[config.mk]
export PLATFORM = sky130hd
export DESIGN_NAME = nvme_queue_pair_tracker_top_flat
export DESIGN_NICKNAME = d
export VERILOG_FILES = /design/src/hdl/nqpt_pkg.sv /design/src/hdl/nqpt_if.sv /design/src/hdl/nqpt_front.sv /design/src/hdl/nqpt_queue.sv /design/src/hdl/nqpt_back.sv /design/src/hdl/nvme_queue_pair_tracker_top.sv /design/src/flat_wrapper.sv
export SDC_FILE = /design/constraint.sdc
export NUM_CORES = 1
export LEC_CHECK = 0
export ABC_AREA = 1
export BUFFER_PORTS_ARGS = -buffer_cell sky130_fd_sc_hd__buf_2
export CAP_MARGIN = 30
export CORE_AREA = 2 2 261 263
export CTS_CLUSTER_DIAMETER = 50
export DETAILED_ROUTE_END_ITERATION = 7
export DIE_AREA = 0 0 263 265
export PLACE_DENSITY = 0.71
export RECOVER_POWER = 50
export SYNTH_ARGS = -nofsm -noshare
export SYNTH_HDL_FRONTEND = slang
export SYNTH_SLANG_ARGS = --single-unit
[constraint.sdc]
create_clock -name clk -period 13 [get_ports clk]
set_input_delay 0.65 -clock clk [delete_from_list [all_inputs] [get_ports clk]]
set_output_delay 0.65 -clock clk [all_outputs]
set_load 0.02 [all_outputs]
[src/hdl/nqpt_pkg.sv]
// Shared types, codes and constants of the NVMe queue pair tracker.
`timescale 1ns / 1ps
`default_nettype none

package nqpt_pkg;

    // Queue depth default and fixed field widths.
    localparam int unsigned QUEUE_DEPTH_DEF = 1024;
    localparam int unsigned SLOT_W          = 10;
    localparam int unsigned TIMEOUT_W       = 23;
    localparam int unsigned CFG_IDX_W       = 1;
    localparam int unsigned CFG_DATA_W      = TIMEOUT_W;
    localparam int unsigned JOBQ_DEPTH      = 2;

    localparam logic [TIMEOUT_W-1:0] IO_TIMEOUT_RST    = TIMEOUT_W'(5000000);
    localparam logic [TIMEOUT_W-1:0] FLUSH_TIMEOUT_RST = TIMEOUT_W'(1000000);
    localparam logic [15:0]          FIRST_CMD_ID      = 16'h0001;
    localparam logic [31:0]          FLUSH_NAMESPACE   = 32'h0000_0001;

    typedef enum logic [CFG_IDX_W-1:0] {
        CFG_IO_TIMEOUT    = 1'b0,
        CFG_FLUSH_TIMEOUT = 1'b1
    } cfg_idx_t;

    typedef enum logic [1:0] {
        MODE_READ  = 2'd0,
        MODE_WRITE = 2'd1,
        MODE_FLUSH = 2'd2,
        MODE_POLL  = 2'd3
    } mode_t;

    typedef enum logic [7:0] {
        OPC_FLUSH = 8'h00,
        OPC_WRITE = 8'h01,
        OPC_READ  = 8'h02
    } opcode_t;

    typedef enum logic [2:0] {
        OC_SUBMITTED = 3'd0,
        OC_COMPLETED = 3'd1,
        OC_NOT_YET   = 3'd2,
        OC_TIMEOUT   = 3'd3,
        OC_REFUSED   = 3'd4
    } outcome_t;

    // One classified request, as it travels from front to back.
    typedef struct packed {
        logic        is_poll;
        logic        is_flush;
        opcode_t     opcode;
        logic [31:0] nsid;
        logic [63:0] prp1;
        logic [31:0] dw10;
        logic [31:0] dw11;
        logic [31:0] dw12;
        logic        phase;
        logic [14:0] status;
        logic [15:0] cqe_cid;
    } nqpt_job_t;

    // One result, as held in the output register.
    typedef struct packed {
        outcome_t    outcome;
        logic [SLOT_W-1:0] slot_index;
        logic [31:0] entry_dword0;
        logic [31:0] entry_namespace;
        logic [63:0] entry_prp1;
        logic [31:0] entry_dword10;
        logic [31:0] entry_dword11;
        logic [31:0] entry_dword12;
        logic [SLOT_W-1:0] doorbell_value;
        logic [14:0] completion_status;
        logic [15:0] command_id;
    } nqpt_res_t;

endpackage

`default_nettype wire

[src/hdl/nqpt_if.sv]
// Request and result channel interfaces of the NVMe queue pair tracker.
`timescale 1ns / 1ps
`default_nettype none

interface nqpt_cmd_if;
    logic        valid;
    logic        ready;
    logic [1:0]  mode;
    logic [31:0] namespace_id;
    logic [63:0] start_block;
    logic [15:0] lba_count;
    logic [63:0] buffer_address;
    logic [15:0] cqe_status_word;
    logic [15:0] cqe_command_id;

    modport source (
        output valid, mode, namespace_id, start_block, lba_count,
               buffer_address, cqe_status_word, cqe_command_id,
        input  ready
    );
    modport sink (
        input  valid, mode, namespace_id, start_block, lba_count,
               buffer_address, cqe_status_word, cqe_command_id,
        output ready
    );
endinterface

interface nqpt_res_if;
    logic        valid;
    logic        ready;
    logic [2:0]  outcome;
    logic [9:0]  slot_index;
    logic [31:0] entry_dword0;
    logic [31:0] entry_namespace;
    logic [63:0] entry_prp1;
    logic [31:0] entry_dword10;
    logic [31:0] entry_dword11;
    logic [31:0] entry_dword12;
    logic [9:0]  doorbell_value;
    logic [14:0] completion_status;
    logic [15:0] command_id;

    modport source (
        output valid, outcome, slot_index, entry_dword0, entry_namespace, entry_prp1,
               entry_dword10, entry_dword11, entry_dword12, doorbell_value,
               completion_status, command_id,
        input  ready
    );
    modport sink (
        input  valid, outcome, slot_index, entry_dword0, entry_namespace, entry_prp1,
               entry_dword10, entry_dword11, entry_dword12, doorbell_value,
               completion_status, command_id,
        output ready
    );
endinterface

`default_nettype wire

[src/hdl/nqpt_front.sv]
// Front end: accepts requests and packs them into classified jobs.
`timescale 1ns / 1ps
`default_nettype none

module nqpt_front
    import nqpt_pkg::*;
(
    nqpt_cmd_if.sink        cmd,
    input  wire logic       q_full,
    output logic            q_push,
    output nqpt_job_t       q_job
);

    assign cmd.ready = ~q_full;
    assign q_push    = cmd.valid & ~q_full;

    always_comb
    begin
        q_job          = '0;
        q_job.phase    = cmd.cqe_status_word[0];
        q_job.status   = cmd.cqe_status_word[15:1];
        q_job.cqe_cid  = cmd.cqe_command_id;
        unique case (mode_t'(cmd.mode))
            MODE_READ, MODE_WRITE:
            begin
                q_job.opcode = (mode_t'(cmd.mode) == MODE_READ) ? OPC_READ : OPC_WRITE;
                q_job.nsid   = cmd.namespace_id;
                q_job.prp1   = cmd.buffer_address;
                q_job.dw10   = cmd.start_block[31:0];
                q_job.dw11   = cmd.start_block[63:32];
                // A zero count wraps to all ones.
                q_job.dw12   = {16'h0000, cmd.lba_count} - 32'd1;
            end
            MODE_FLUSH:
            begin
                q_job.opcode   = OPC_FLUSH;
                q_job.is_flush = 1'b1;
                q_job.nsid     = FLUSH_NAMESPACE;
            end
            MODE_POLL:
            begin
                q_job.is_poll = 1'b1;
            end
            default:
            begin
                q_job.is_poll = 1'b1;
            end
        endcase
    end

endmodule

`default_nettype wire

[src/hdl/nqpt_queue.sv]
// Short job queue between the front end and the back end.
`timescale 1ns / 1ps
`default_nettype none

module nqpt_queue
    import nqpt_pkg::*;
(
    input  wire logic      clk,
    input  wire logic      rst_n,
    input  wire logic      push,
    input  wire nqpt_job_t push_job,
    input  wire logic      pop,
    output logic           full,
    output logic           empty,
    output nqpt_job_t      head_job
);

    localparam int unsigned AW = $clog2(JOBQ_DEPTH);
    localparam int unsigned CW = $clog2(JOBQ_DEPTH + 1);

    nqpt_job_t         slot_reg [JOBQ_DEPTH];
    logic [AW-1:0]     wr_ptr_reg, wr_ptr_next;
    logic [AW-1:0]     rd_ptr_reg, rd_ptr_next;
    logic [CW-1:0]     count_reg,  count_next;

    assign full     = (count_reg == CW'(JOBQ_DEPTH));
    assign empty    = (count_reg == '0);
    assign head_job = slot_reg[rd_ptr_reg];

    always_comb
    begin
        wr_ptr_next = wr_ptr_reg;
        rd_ptr_next = rd_ptr_reg;
        count_next  = count_reg;
        if (push)
        begin
            wr_ptr_next = (wr_ptr_reg == AW'(JOBQ_DEPTH - 1)) ? '0 : wr_ptr_reg + 1'b1;
        end
        if (pop)
        begin
            rd_ptr_next = (rd_ptr_reg == AW'(JOBQ_DEPTH - 1)) ? '0 : rd_ptr_reg + 1'b1;
        end
        if (push && !pop)
        begin
            count_next = count_reg + 1'b1;
        end
        else if (pop && !push)
        begin
            count_next = count_reg - 1'b1;
        end
    end

    always_ff @(posedge clk or negedge rst_n)
    begin
        if (!rst_n)
        begin
            wr_ptr_reg <= '0;
            rd_ptr_reg <= '0;
            count_reg  <= '0;
        end
        else
        begin
            wr_ptr_reg <= wr_ptr_next;
            rd_ptr_reg <= rd_ptr_next;
            count_reg  <= count_next;
        end
    end

    always_ff @(posedge clk)
    begin
        if (push)
        begin
            slot_reg[wr_ptr_reg] <= push_job;
        end
    end

endmodule

`default_nettype wire

[src/hdl/nqpt_back.sv]
// Back end: queue pair state, timeout registers and the result register.
`timescale 1ns / 1ps
`default_nettype none

module nqpt_back
    import nqpt_pkg::*;
#(
    parameter int unsigned QUEUE_DEPTH = QUEUE_DEPTH_DEF
)
(
    input  wire logic                  clk,
    input  wire logic                  rst_n,
    input  wire logic                  cfg_we,
    input  wire logic [CFG_IDX_W-1:0]  cfg_index,
    input  wire logic [CFG_DATA_W-1:0] cfg_data,
    input  wire logic                  q_empty,
    input  wire nqpt_job_t             q_job,
    output logic                       q_pop,
    nqpt_res_if.source                 res
);

    localparam int unsigned PTR_W = $clog2(QUEUE_DEPTH);
    localparam int unsigned EXT_W = PTR_W + SLOT_W;
    localparam logic [PTR_W-1:0] PTR_LAST = PTR_W'(QUEUE_DEPTH - 1);

    logic [TIMEOUT_W-1:0] io_timeout_reg, flush_timeout_reg;
    logic [PTR_W-1:0]     tail_reg,  tail_next;
    logic [PTR_W-1:0]     head_reg,  head_next;
    logic                 phase_reg, phase_next;
    logic [15:0]          next_id_reg, next_id_next;
    logic                 pend_reg,  pend_next;
    logic [15:0]          pend_id_reg, pend_id_next;
    logic                 pend_flush_reg, pend_flush_next;
    logic [TIMEOUT_W-1:0] miss_reg,  miss_next;
    logic                 res_valid_reg, res_valid_next;
    nqpt_res_t            res_reg,   res_next;

    logic [PTR_W-1:0]     tail_inc, head_inc;
    logic [EXT_W-1:0]     tail_ext, tail_inc_ext, head_ext, head_inc_ext;
    logic [TIMEOUT_W-1:0] limit, miss_inc;

    assign q_pop = ~q_empty & (~res_valid_reg | res.ready);

    assign tail_inc     = (tail_reg == PTR_LAST) ? '0 : tail_reg + 1'b1;
    assign head_inc     = (head_reg == PTR_LAST) ? '0 : head_reg + 1'b1;
    assign tail_ext     = {{SLOT_W{1'b0}}, tail_reg};
    assign tail_inc_ext = {{SLOT_W{1'b0}}, tail_inc};
    assign head_ext     = {{SLOT_W{1'b0}}, head_reg};
    assign head_inc_ext = {{SLOT_W{1'b0}}, head_inc};
    assign miss_inc     = miss_reg + 1'b1;

    always_comb
    begin
        limit = pend_flush_reg ? flush_timeout_reg : io_timeout_reg;
        if (limit == '0)
        begin
            limit = TIMEOUT_W'(1);
        end
    end

    always_comb
    begin
        tail_next       = tail_reg;
        head_next       = head_reg;
        phase_next      = phase_reg;
        next_id_next    = next_id_reg;
        pend_next       = pend_reg;
        pend_id_next    = pend_id_reg;
        pend_flush_next = pend_flush_reg;
        miss_next       = miss_reg;
        res_valid_next  = res_valid_reg & ~res.ready;
        res_next        = res_reg;
        if (q_pop)
        begin
            res_valid_next = 1'b1;
            res_next       = '0;
            priority if ((!q_job.is_poll && pend_reg) || (q_job.is_poll && !pend_reg))
            begin
                res_next.outcome = OC_REFUSED;
            end
            else if (!q_job.is_poll)
            begin
                res_next.outcome         = OC_SUBMITTED;
                res_next.slot_index      = tail_ext[SLOT_W-1:0];
                res_next.entry_dword0    = {next_id_reg, 8'h00, q_job.opcode};
                res_next.entry_namespace = q_job.nsid;
                res_next.entry_prp1      = q_job.prp1;
                res_next.entry_dword10   = q_job.dw10;
                res_next.entry_dword11   = q_job.dw11;
                res_next.entry_dword12   = q_job.dw12;
                res_next.doorbell_value  = tail_inc_ext[SLOT_W-1:0];
                res_next.command_id      = next_id_reg;
                tail_next                = tail_inc;
                next_id_next             = next_id_reg + 1'b1;
                pend_next                = 1'b1;
                pend_id_next             = next_id_reg;
                pend_flush_next          = q_job.is_flush;
                miss_next                = '0;
            end
            else if (q_job.phase == phase_reg && q_job.cqe_cid == pend_id_reg)
            begin
                res_next.outcome           = OC_COMPLETED;
                res_next.slot_index        = head_ext[SLOT_W-1:0];
                res_next.doorbell_value    = head_inc_ext[SLOT_W-1:0];
                res_next.completion_status = q_job.status;
                res_next.command_id        = pend_id_reg;
                head_next                  = head_inc;
                if (head_inc == '0)
                begin
                    phase_next = ~phase_reg;
                end
                pend_next = 1'b0;
                miss_next = '0;
            end
            else
            begin
                res_next.slot_index = head_ext[SLOT_W-1:0];
                res_next.command_id = pend_id_reg;
                if (miss_inc >= limit)
                begin
                    res_next.outcome = OC_TIMEOUT;
                    pend_next        = 1'b0;
                    miss_next        = '0;
                end
                else
                begin
                    res_next.outcome = OC_NOT_YET;
                    miss_next        = miss_inc;
                end
            end
        end
    end

    always_ff @(posedge clk or negedge rst_n)
    begin
        if (!rst_n)
        begin
            io_timeout_reg    <= IO_TIMEOUT_RST;
            flush_timeout_reg <= FLUSH_TIMEOUT_RST;
            tail_reg          <= '0;
            head_reg          <= '0;
            phase_reg         <= 1'b1;
            next_id_reg       <= FIRST_CMD_ID;
            pend_reg          <= 1'b0;
            pend_id_reg       <= '0;
            pend_flush_reg    <= 1'b0;
            miss_reg          <= '0;
            res_valid_reg     <= 1'b0;
        end
        else
        begin
            if (cfg_we)
            begin
                unique case (cfg_idx_t'(cfg_index))
                    CFG_IO_TIMEOUT:    io_timeout_reg    <= cfg_data;
                    CFG_FLUSH_TIMEOUT: flush_timeout_reg <= cfg_data;
                    default:           io_timeout_reg    <= io_timeout_reg;
                endcase
            end
            tail_reg       <= tail_next;
            head_reg       <= head_next;
            phase_reg      <= phase_next;
            next_id_reg    <= next_id_next;
            pend_reg       <= pend_next;
            pend_id_reg    <= pend_id_next;
            pend_flush_reg <= pend_flush_next;
            miss_reg       <= miss_next;
            res_valid_reg  <= res_valid_next;
        end
    end

    always_ff @(posedge clk)
    begin
        res_reg <= res_next;
    end

    assign res.valid             = res_valid_reg;
    assign res.outcome           = res_reg.outcome;
    assign res.slot_index        = res_reg.slot_index;
    assign res.entry_dword0      = res_reg.entry_dword0;
    assign res.entry_namespace   = res_reg.entry_namespace;
    assign res.entry_prp1        = res_reg.entry_prp1;
    assign res.entry_dword10     = res_reg.entry_dword10;
    assign res.entry_dword11     = res_reg.entry_dword11;
    assign res.entry_dword12     = res_reg.entry_dword12;
    assign res.doorbell_value    = res_reg.doorbell_value;
    assign res.completion_status = res_reg.completion_status;
    assign res.command_id        = res_reg.command_id;

endmodule

`default_nettype wire

[src/hdl/nvme_queue_pair_tracker_top.sv]
// Top level of the NVMe queue pair tracker: front end, job queue and back end.
//
// The block tracks the host side of one NVMe I/O queue pair with a single
// command in flight. Each request on the cmd channel is a read, write or
// flush submission, or a poll that presents the completion entry at the head.
// Every request yields exactly one result on the res channel: the packed
// submission entry with its slot and tail doorbell value, the completion
// status with the new head doorbell value, a not-yet or timeout notice, or a
// refusal when a submission arrives while a command is pending or a poll
// arrives while none is.
// The accepting edge writes the request into the job queue, and a later
// edge pops it, updates the queue pair state and loads the output register.
// The back end takes one request per cycle while its output register is
// free or being read, which sets the sustained rate.
// When the receiver stalls, the result stays in the output register and the
// two-entry job queue absorbs further requests; cmd.ready drops once it fills.
// The user must write the timeout registers through cfg_we, cfg_index and
// cfg_data while the block is idle; the block does not enforce this. Reset
// clears the pointers, sets the expected phase and the next command id to
// one, drops any pending command and reloads the default timeouts.
`timescale 1ns / 1ps
`default_nettype none

module nvme_queue_pair_tracker_top
    import nqpt_pkg::*;
#(
    parameter int unsigned QUEUE_DEPTH = QUEUE_DEPTH_DEF
)
(
    input  wire logic                  clk,
    input  wire logic                  rst_n,
    input  wire logic                  cfg_we,
    input  wire logic [CFG_IDX_W-1:0]  cfg_index,
    input  wire logic [CFG_DATA_W-1:0] cfg_data,
    nqpt_cmd_if.sink                   cmd,
    nqpt_res_if.source                 res
);

    logic      q_full;
    logic      q_empty;
    logic      q_push;
    logic      q_pop;
    nqpt_job_t push_job;
    nqpt_job_t head_job;

    // Front end: decodes the mode and packs the submission fields.
    nqpt_front u_front (
        .cmd    (cmd),
        .q_full (q_full),
        .q_push (q_push),
        .q_job  (push_job)
    );

    // Job queue lets the front end keep accepting while results stall.
    nqpt_queue u_queue (
        .clk      (clk),
        .rst_n    (rst_n),
        .push     (q_push),
        .push_job (push_job),
        .pop      (q_pop),
        .full     (q_full),
        .empty    (q_empty),
        .head_job (head_job)
    );

    // Back end: owns all queue pair state and the result register.
    nqpt_back #(
        .QUEUE_DEPTH (QUEUE_DEPTH)
    ) u_back (
        .clk       (clk),
        .rst_n     (rst_n),
        .cfg_we    (cfg_we),
        .cfg_index (cfg_index),
        .cfg_data  (cfg_data),
        .q_empty   (q_empty),
        .q_job     (head_job),
        .q_pop     (q_pop),
        .res       (res)
    );

endmodule

`default_nettype wire

[src/flat_wrapper.sv]
// flat-port wrapper written by rule: the top's interface ports become plain ports
module nvme_queue_pair_tracker_top_flat import nqpt_pkg::*;
#(
    parameter int unsigned QUEUE_DEPTH = QUEUE_DEPTH_DEF
)
  (clk, rst_n, cfg_we, cfg_index, cfg_data, cmd_valid, cmd_mode, cmd_namespace_id, cmd_start_block, cmd_lba_count, cmd_buffer_address, cmd_cqe_status_word, cmd_cqe_command_id, cmd_ready, res_valid, res_outcome, res_slot_index, res_entry_dword0, res_entry_namespace, res_entry_prp1, res_entry_dword10, res_entry_dword11, res_entry_dword12, res_doorbell_value, res_completion_status, res_command_id, res_ready);
  nqpt_cmd_if cmd_i ();
  nqpt_res_if res_i ();
  input  wire logic clk;
  input  wire logic rst_n;
  input  wire logic cfg_we;
  input  wire logic [CFG_IDX_W-1:0] cfg_index;
  input  wire logic [CFG_DATA_W-1:0] cfg_data;
  input wire logic [$bits(cmd_i.valid)-1:0] cmd_valid;
  input wire logic [$bits(cmd_i.mode)-1:0] cmd_mode;
  input wire logic [$bits(cmd_i.namespace_id)-1:0] cmd_namespace_id;
  input wire logic [$bits(cmd_i.start_block)-1:0] cmd_start_block;
  input wire logic [$bits(cmd_i.lba_count)-1:0] cmd_lba_count;
  input wire logic [$bits(cmd_i.buffer_address)-1:0] cmd_buffer_address;
  input wire logic [$bits(cmd_i.cqe_status_word)-1:0] cmd_cqe_status_word;
  input wire logic [$bits(cmd_i.cqe_command_id)-1:0] cmd_cqe_command_id;
  output wire logic [$bits(cmd_i.ready)-1:0] cmd_ready;
  output wire logic [$bits(res_i.valid)-1:0] res_valid;
  output wire logic [$bits(res_i.outcome)-1:0] res_outcome;
  output wire logic [$bits(res_i.slot_index)-1:0] res_slot_index;
  output wire logic [$bits(res_i.entry_dword0)-1:0] res_entry_dword0;
  output wire logic [$bits(res_i.entry_namespace)-1:0] res_entry_namespace;
  output wire logic [$bits(res_i.entry_prp1)-1:0] res_entry_prp1;
  output wire logic [$bits(res_i.entry_dword10)-1:0] res_entry_dword10;
  output wire logic [$bits(res_i.entry_dword11)-1:0] res_entry_dword11;
  output wire logic [$bits(res_i.entry_dword12)-1:0] res_entry_dword12;
  output wire logic [$bits(res_i.doorbell_value)-1:0] res_doorbell_value;
  output wire logic [$bits(res_i.completion_status)-1:0] res_completion_status;
  output wire logic [$bits(res_i.command_id)-1:0] res_command_id;
  input wire logic [$bits(res_i.ready)-1:0] res_ready;
  assign cmd_i.valid = cmd_valid;
  assign cmd_i.mode = cmd_mode;
  assign cmd_i.namespace_id = cmd_namespace_id;
  assign cmd_i.start_block = cmd_start_block;
  assign cmd_i.lba_count = cmd_lba_count;
  assign cmd_i.buffer_address = cmd_buffer_address;
  assign cmd_i.cqe_status_word = cmd_cqe_status_word;
  assign cmd_i.cqe_command_id = cmd_cqe_command_id;
  assign cmd_ready = cmd_i.ready;
  assign res_valid = res_i.valid;
  assign res_outcome = res_i.outcome;
  assign res_slot_index = res_i.slot_index;
  assign res_entry_dword0 = res_i.entry_dword0;
  assign res_entry_namespace = res_i.entry_namespace;
  assign res_entry_prp1 = res_i.entry_prp1;
  assign res_entry_dword10 = res_i.entry_dword10;
  assign res_entry_dword11 = res_i.entry_dword11;
  assign res_entry_dword12 = res_i.entry_dword12;
  assign res_doorbell_value = res_i.doorbell_value;
  assign res_completion_status = res_i.completion_status;
  assign res_command_id = res_i.command_id;
  assign res_i.ready = res_ready;
  nvme_queue_pair_tracker_top #(.QUEUE_DEPTH(QUEUE_DEPTH)) u_core (.clk(clk), .rst_n(rst_n), .cfg_we(cfg_we), .cfg_index(cfg_index), .cfg_data(cfg_data), .cmd(cmd_i), .res(res_i));
endmodule
==> impl_metrics.yaml, run 1 <==
run_status:
  outcome: "complete, but fails checks"
  violations: "capacitance limit, slew limit"
synthesis:
  seq_area_frac_synth: 0.708
  synthArstFlopShare: 0.160
  synth_cell_types: 46
  avgSynthCellArea_um2: 11.3
  yosysWarnings: 0
  yosysTopAreaCell: "edfxtp_1"
  synth-edff-count: 675
  synthTopCellsByCount: "edfxtp_1 (675), nor2_1 (623), nand2_1 (397)"
  ys.flop_type: "edfxtp_1"
  syn_inst: 2945
  synth_seq_cells: 804
  synth_area_mm2: 0.0332
  synthTopCellsByArea: "edfxtp_1 (61%), dfrtp_1 (8.4%), nor2_1 (7.0%)"
  yosys.area.top_type_share: 0.610
  synth_most_common_cell: "edfxtp_1"
worst_setup_path:
  end_kind: "flip-flop"
  timing.rr.end: "u_core.u_back.res.entry_dword11[24]$_SDFFCE_PP0P_"
  r2r-start: "u_core.u_back.res.valid$_DFF_PN0_"
  path_class: "in2reg"
  crit_chain: "clkbuf_1 > clkbuf_1 > nor2_1"
  path_max_fanout: 97
  worst_path_dominant_cell_family: "buffers and inverters"
  path_buf_inv: 2
  cp_data_arrival_time_ps: 7420
  path_common_cell: "clkbuf_1"
  slowest_delay_ps: 3320
  critPathLaunchType: "primary input"
  ff2ff_path_depth: 4
  crit_slowest_cell: "clkbuf_1"
  crit_required_ps: 13170
  ff2ff_setup_slack_ps: 6420
sta:
  fin_ws_ps: 5750
  hold_viol_final: 0
  clock_skew_ps: 28.9
  period_needed_ps: 7250
  setup_tns_ps: 0
  final_max_slew_viol_count: 643
  rsz0062_at_grt: "no"
  slew_headroom: -2.87
  tightest_slew_ps: 5810
  setup_viol: 0
  period_share: 0.557
  max_freq_mhz: 138
floorplan:
  fp-row-count: 95
  fp.coreArea_mm2: 0.0668
  die_x_um: 263
  die-height_um: 265
  initial_core_util: 0.497
  die_area_mm2: 0.0697
  ios: 519
clocking:
  clock_tree.buffer_depth: 3
  h-tree-depth: 3
  cts_buffers: 92
  postCtsHoldBufs: 1
  path_clk_slew_ps: 60
  clockRootBuffer: "clkbuf_16"
  postCtsSetupBuffers: 0
  cts_resized: 0
  clock_latency_ps: 650
  cts_tree: "done"
  cts.sinks: 804
layout:
  largest_reg_flops: 426
  fill_cells: 5579
  nNetsFinal: 3700
  final_util: 0.588
  drive_gt1_frac: 0.135
  area_delta_synth_final_pct: 18.2
  multi_input_area_mm2: 0.00768
  seq_area_mm2: 0.0235
pwr:
  power_density_mw_per_mm2: 226
  peakVddDrop_uv: 155
  p_leak_nw: 16.3
worst_hold_path:
  hold_start: "cmd_cqe_status_word[3]"
  min_path_cells: 1
  min_to: "u_core.u_queue.slot_reg[0][18]$_DFFE_PP_"
  hold_class: "in2reg"
route:
  first_pass_iters: 7
  vias: 22300
  post_drt_wl_per_cell_um: 18.2
  vias_per_cell: 5.08
  ant_nets: 0
  postRouteWirelength_um: 80000
  remaining_drc_errors: 0
  drtIter0Drc: 1892
placement:
  dpl_worst_slack_ps: 8510
  io_buffer_count: 504
  gp_congestion: 0.903
  dpl.hpwl_um: 51800
grt:
  grt_overflow_total: 0
  grt_pass1_wl_um: 121000
  track_usage: 0.225
  grt_pass1_vias: 21500
  grt_max_degree: 136
  antenna_found_initial: 20
flow_run:
  maxCapViolations: 11
[metal layers]
metal	routed length [µm]	share of wire	GRT usage	vias up
met5	99	0.0012	0	-
met4	3050	0.038	0.0879	14
met3	6190	0.077	0.0562	173
met2	38900	0.49	0.375	809
met1	31700	0.40	0.285	10600
li1	-	-	-	10700
[cells in the final DEF (no fill, tap or decap), drive strengths merged, types with 13 or more instances in the layout]
cell type,count
mux2i,21
buf,251
xor2,32
nor2,627
nor3,14
o22ai,14
bufinv,13
o21ai,298
edfxtp,675
inv,366
dfrtp,112
clkbuf,382
clkinv,33
conb,14
dfstp,17
a21oi,68
nand2,403
nand3,67
nand4,24
ha,31
[stage by stage]
stage	area, µm²	instances	power [mW]	hold slack (ps)
2_1_floorplan	33300	2958	5.58	354
3_3_place_gp	36400	4204	6.24	465
3_5_place_dp	36400	4206	6.28	464
4_1_cts	39600	4377	8.98	141
5_1_grt	39300	4389	9.29	148
6_report	39300	4391	8.87	198
[cell families after synthesis]
| logic type | synth area share |
|---|---|
| and+or+nand+nor | 0.138 |
| DFF | 0.708 |
| buffers and inverters | 0.0628 |
| AOI/OAI and AO/OA | 0.0638 |
| xor gates and xnor gates | 0.00975 |
| adders and majority gates | 0.0117 |
| muxes | 0.00633 |
| other | 0.000113 |
[worst max-delay path by stage]
stage	start	end	cells past startpoint
3_3_place_gp	u_core.u_queue.rd_ptr_reg$_DFFE_PN0P_	u_core.u_back.next_id_reg[14]$_DFFE_PN0P_	12
6_report	cmd_mode[1]	u_core.u_queue.slot_reg[1][138]$_DFFE_PP_	3
3_5_place_dp	u_core.u_queue.rd_ptr_reg$_DFFE_PN0P_	u_core.u_back.next_id_reg[12]$_DFFE_PN0P_	12
2_1_floorplan	cmd_valid	u_core.u_queue.slot_reg[1][0]$_DFFE_PP_	2
5_1_grt	cmd_mode[1]	u_core.u_queue.slot_reg[0][138]$_DFFE_PP_	3
4_1_cts	u_core.u_queue.rd_ptr_reg$_DFFE_PN0P_	u_core.u_back.next_id_reg[12]$_DFFE_PN0P_	12
[layout make-up]
class,instances,share of cell area
well taps,873,0.0278
flip-flops and latches,804,0.599
clock buffers,104,0.0611
inverters,356,0.0342
multi-input cells,1646,0.196
repair buffers,530,0.0615
diodes,12,0.000764
clock inverters,66,0.0203
[power breakdown]
part / internal (mW) / switching, mW / total, mW
registers: 3.68 / 0.278 / 3.96
logic: 0.493 / 1.73 / 2.22
clock network: 1.61 / 1.08 / 2.68
total: 5.78 / 3.09 / 8.87
Note: power is estimated with default switching activity, not from simulation.
==> run 2: changes to the inputs <==
--- a/config.mk
+++ b/config.mk
@@ -12,7 +12,7 @@
 export CTS_CLUSTER_DIAMETER = 50
 export DETAILED_ROUTE_END_ITERATION = 7
 export DIE_AREA = 0 0 263 265
-export PLACE_DENSITY = 0.71
+export PLACE_DENSITY = 0.74
 export RECOVER_POWER = 50
 export SYNTH_ARGS = -nofsm -noshare
 export SYNTH_HDL_FRONTEND = slang
==> constraint.sdc (replaced) <==
create_clock -name clk -period 5.9 [get_ports clk]
set_input_delay 0.295 -clock clk [delete_from_list [all_inputs] [get_ports clk]]
set_output_delay 0.295 -clock clk [all_outputs]
set_load 0.02 [all_outputs]
==> impl_metrics.yaml, run 2 (synthesis gave the netlist of run 1 again) <==
clocking:
  clock_tree.buffer_depth: 3
  cts.sinks: 804
  cts_buffers: 91
  cts_tree: "done"
  path_clk_slew_ps: 60
  clockRootBuffer: "clkbuf_16"
  postCtsSetupBuffers: 0
  h-tree-depth: 3
  clock_latency_ps: 660
grt:
  antenna_found_initial: 9
  top_usage_layer: "met2"
  use_met2: 0.412
  track_usage: 0.244
  grt_max_degree: 215
  grt_overflow_total: 0
  use_met1: 0.303
  grt_pass1_wl_um: 132000
  met3_usage: 0.0577
  grt_pass1_vias: 23400
floorplan:
  ios: 519
  die_area_mm2: 0.0697
  die_x_um: 263
  die-height_um: 265
  fp-row-count: 95
  fp.coreArea_mm2: 0.0668
  initial_core_util: 0.497
route:
  ant_nets: 0
  remaining_drc_errors: 0
  drtIter0Drc: 2149
  vias: 23700
  first_pass_iters: 6
  post_drt_wl_per_cell_um: 18.8
  postRouteWirelength_um: 86500
  vias_per_cell: 5.16
pwr:
  p_int_mw: 12.6
  power.share.clock: 0.295
  seq_power_share: 0.443
  p_leak_nw: 17.0
  power_density_mw_per_mm2: 473
  p_comb_frac: 0.262
  swShare: 0.356
  peakVddDrop_uv: 356
  p_sw_mw: 6.96
flow_run:
  maxCapViolations: 7
sta:
  hold_viol_final: 0
  rsz0062_at_grt: "no"
  slew_headroom: -1.41
  tightest_slew_ps: 3610
  period_share: 0.723
  max_freq_mhz: 234
  fin_ws_ps: 1630
  final_max_slew_viol_count: 380
  period_needed_ps: 4270
  setup_viol: 0
  clock_skew_ps: 43.6
layout:
  largest_reg_flops: 426
  final_common_cell: "edfxtp_1"
  final_cell_mix: "edfxtp_1 (675), nor2_1 (622), nand2_1 (398), inv_1 (351), clkbuf_1 (312)"
  area_delta_synth_final_pct: 24.2
  fin_cells: 4592
  nNetsFinal: 3908
  drive_gt1_frac: 0.116
  fin_area_mm2: 0.0413
worst_setup_path:
  cp_data_arrival_time_ps: 4580
  end_kind: "asynchronous set/reset pin"
  path_class: "in2async"
  crit_required_ps: 6210
  path_max_fanout: 50
  critPathLaunchType: "primary input"
placement:
  dpl_worst_slack_ps: 1880
  post_dp_cell_area_mm2: 0.0364
  io_buffer_count: 504
  dp.cells: 4204
  gp_congestion: 0.869
  dpl.hpwl_um: 52100
run_status:
  violations: "capacitance limit, slew limit"
  outcome: "complete, but fails checks"
worst_hold_path:
  hold_class: "in2reg"
run 2: worst max-delay path, stage by stage:
cell and delay, ps:
dlygate4sd3_1 520, clkbuf_1 2080, clkbuf_1 1670
run 2: path summary, 6_finish.rpt:
kind | startpoint | endpoint | slack, ps | cells past startpoint
worst max-delay path | rst_n | u_core.u_back.miss_reg[20]$_DFFE_PN0P_ | 1630 | 3
worst min register to register | u_core.u_back.phase_reg$_DFFE_PN1P_ | u_core.u_back.phase_reg$_DFFE_PN1P_ | 480 | 2
worst max register to register | u_core.u_queue.count_reg[0]$_DFFE_PN0P_ | u_core.u_queue.slot_reg[1][222]$_DFFE_PP_ | 1820 | 5
min in group asynchronous | rst_n | u_core.u_back.pend_id_reg[1]$_DFFE_PN0P_ | 1160 | 2
max in group clk | u_core.u_queue.count_reg[0]$_DFFE_PN0P_ | u_core.u_queue.slot_reg[1][222]$_DFFE_PP_ | 1820 | 5
worst min-delay path | cmd_namespace_id[19] | u_core.u_queue.slot_reg[1][211]$_DFFE_PP_ | 40 | 3
run 2: per-layer routing:
layer  up-vias  part of all wire
met5         -           0.00057
met4         8             0.044
met3       222             0.073
met1     11400              0.39
met2       934              0.49
li1      11100                 -
run 2: final cells by class:
type	instances	area [µm²]
well taps	873	1090
flip-flops and latches	804	23500
multi-input cells	1646	7690
repair buffers	739	4480
diodes	6	15.0
clock inverters	63	677
fillers	5190	25500
inverters	356	1350
clock buffers	105	2440
run 2: stage by stage:
stage / utilization / hold slack (ps) / total power, mW / TNS, ps
global route: 0.618 / 15.0 / 20.4 / 0
global placement: 0.545 / 386 / 13.8 / 0
CTS: 0.624 / 6.30 / 19.7 / 0
floorplan: - / -0.591 / 12.1 / -365020
finish: 0.618 / 44.9 / 19.5 / 0
detailed placement: 0.545 / 391 / 13.9 / 0
run 2: power groups by stage:
stage	clock network, mW	logic, mW	registers, mW
4_1_cts	5.81	5.35	8.58
6_report	5.76	5.11	8.66
3_3_place_gp	0	5.12	8.64
3_5_place_dp	0	5.22	8.66
2_1_floorplan	0	2.53	9.60
5_1_grt	6.05	5.57	8.78
run 2: timing repair:
| item | 4_1_cts | 5_1_grt |
|---|---|---|
| hold endpoints to repair | 474 | 0 |
| resized for setup | 0 | 0 |
| hold buffers | 214 | 0 |
| setup endpoints to repair | 0 | 0 |
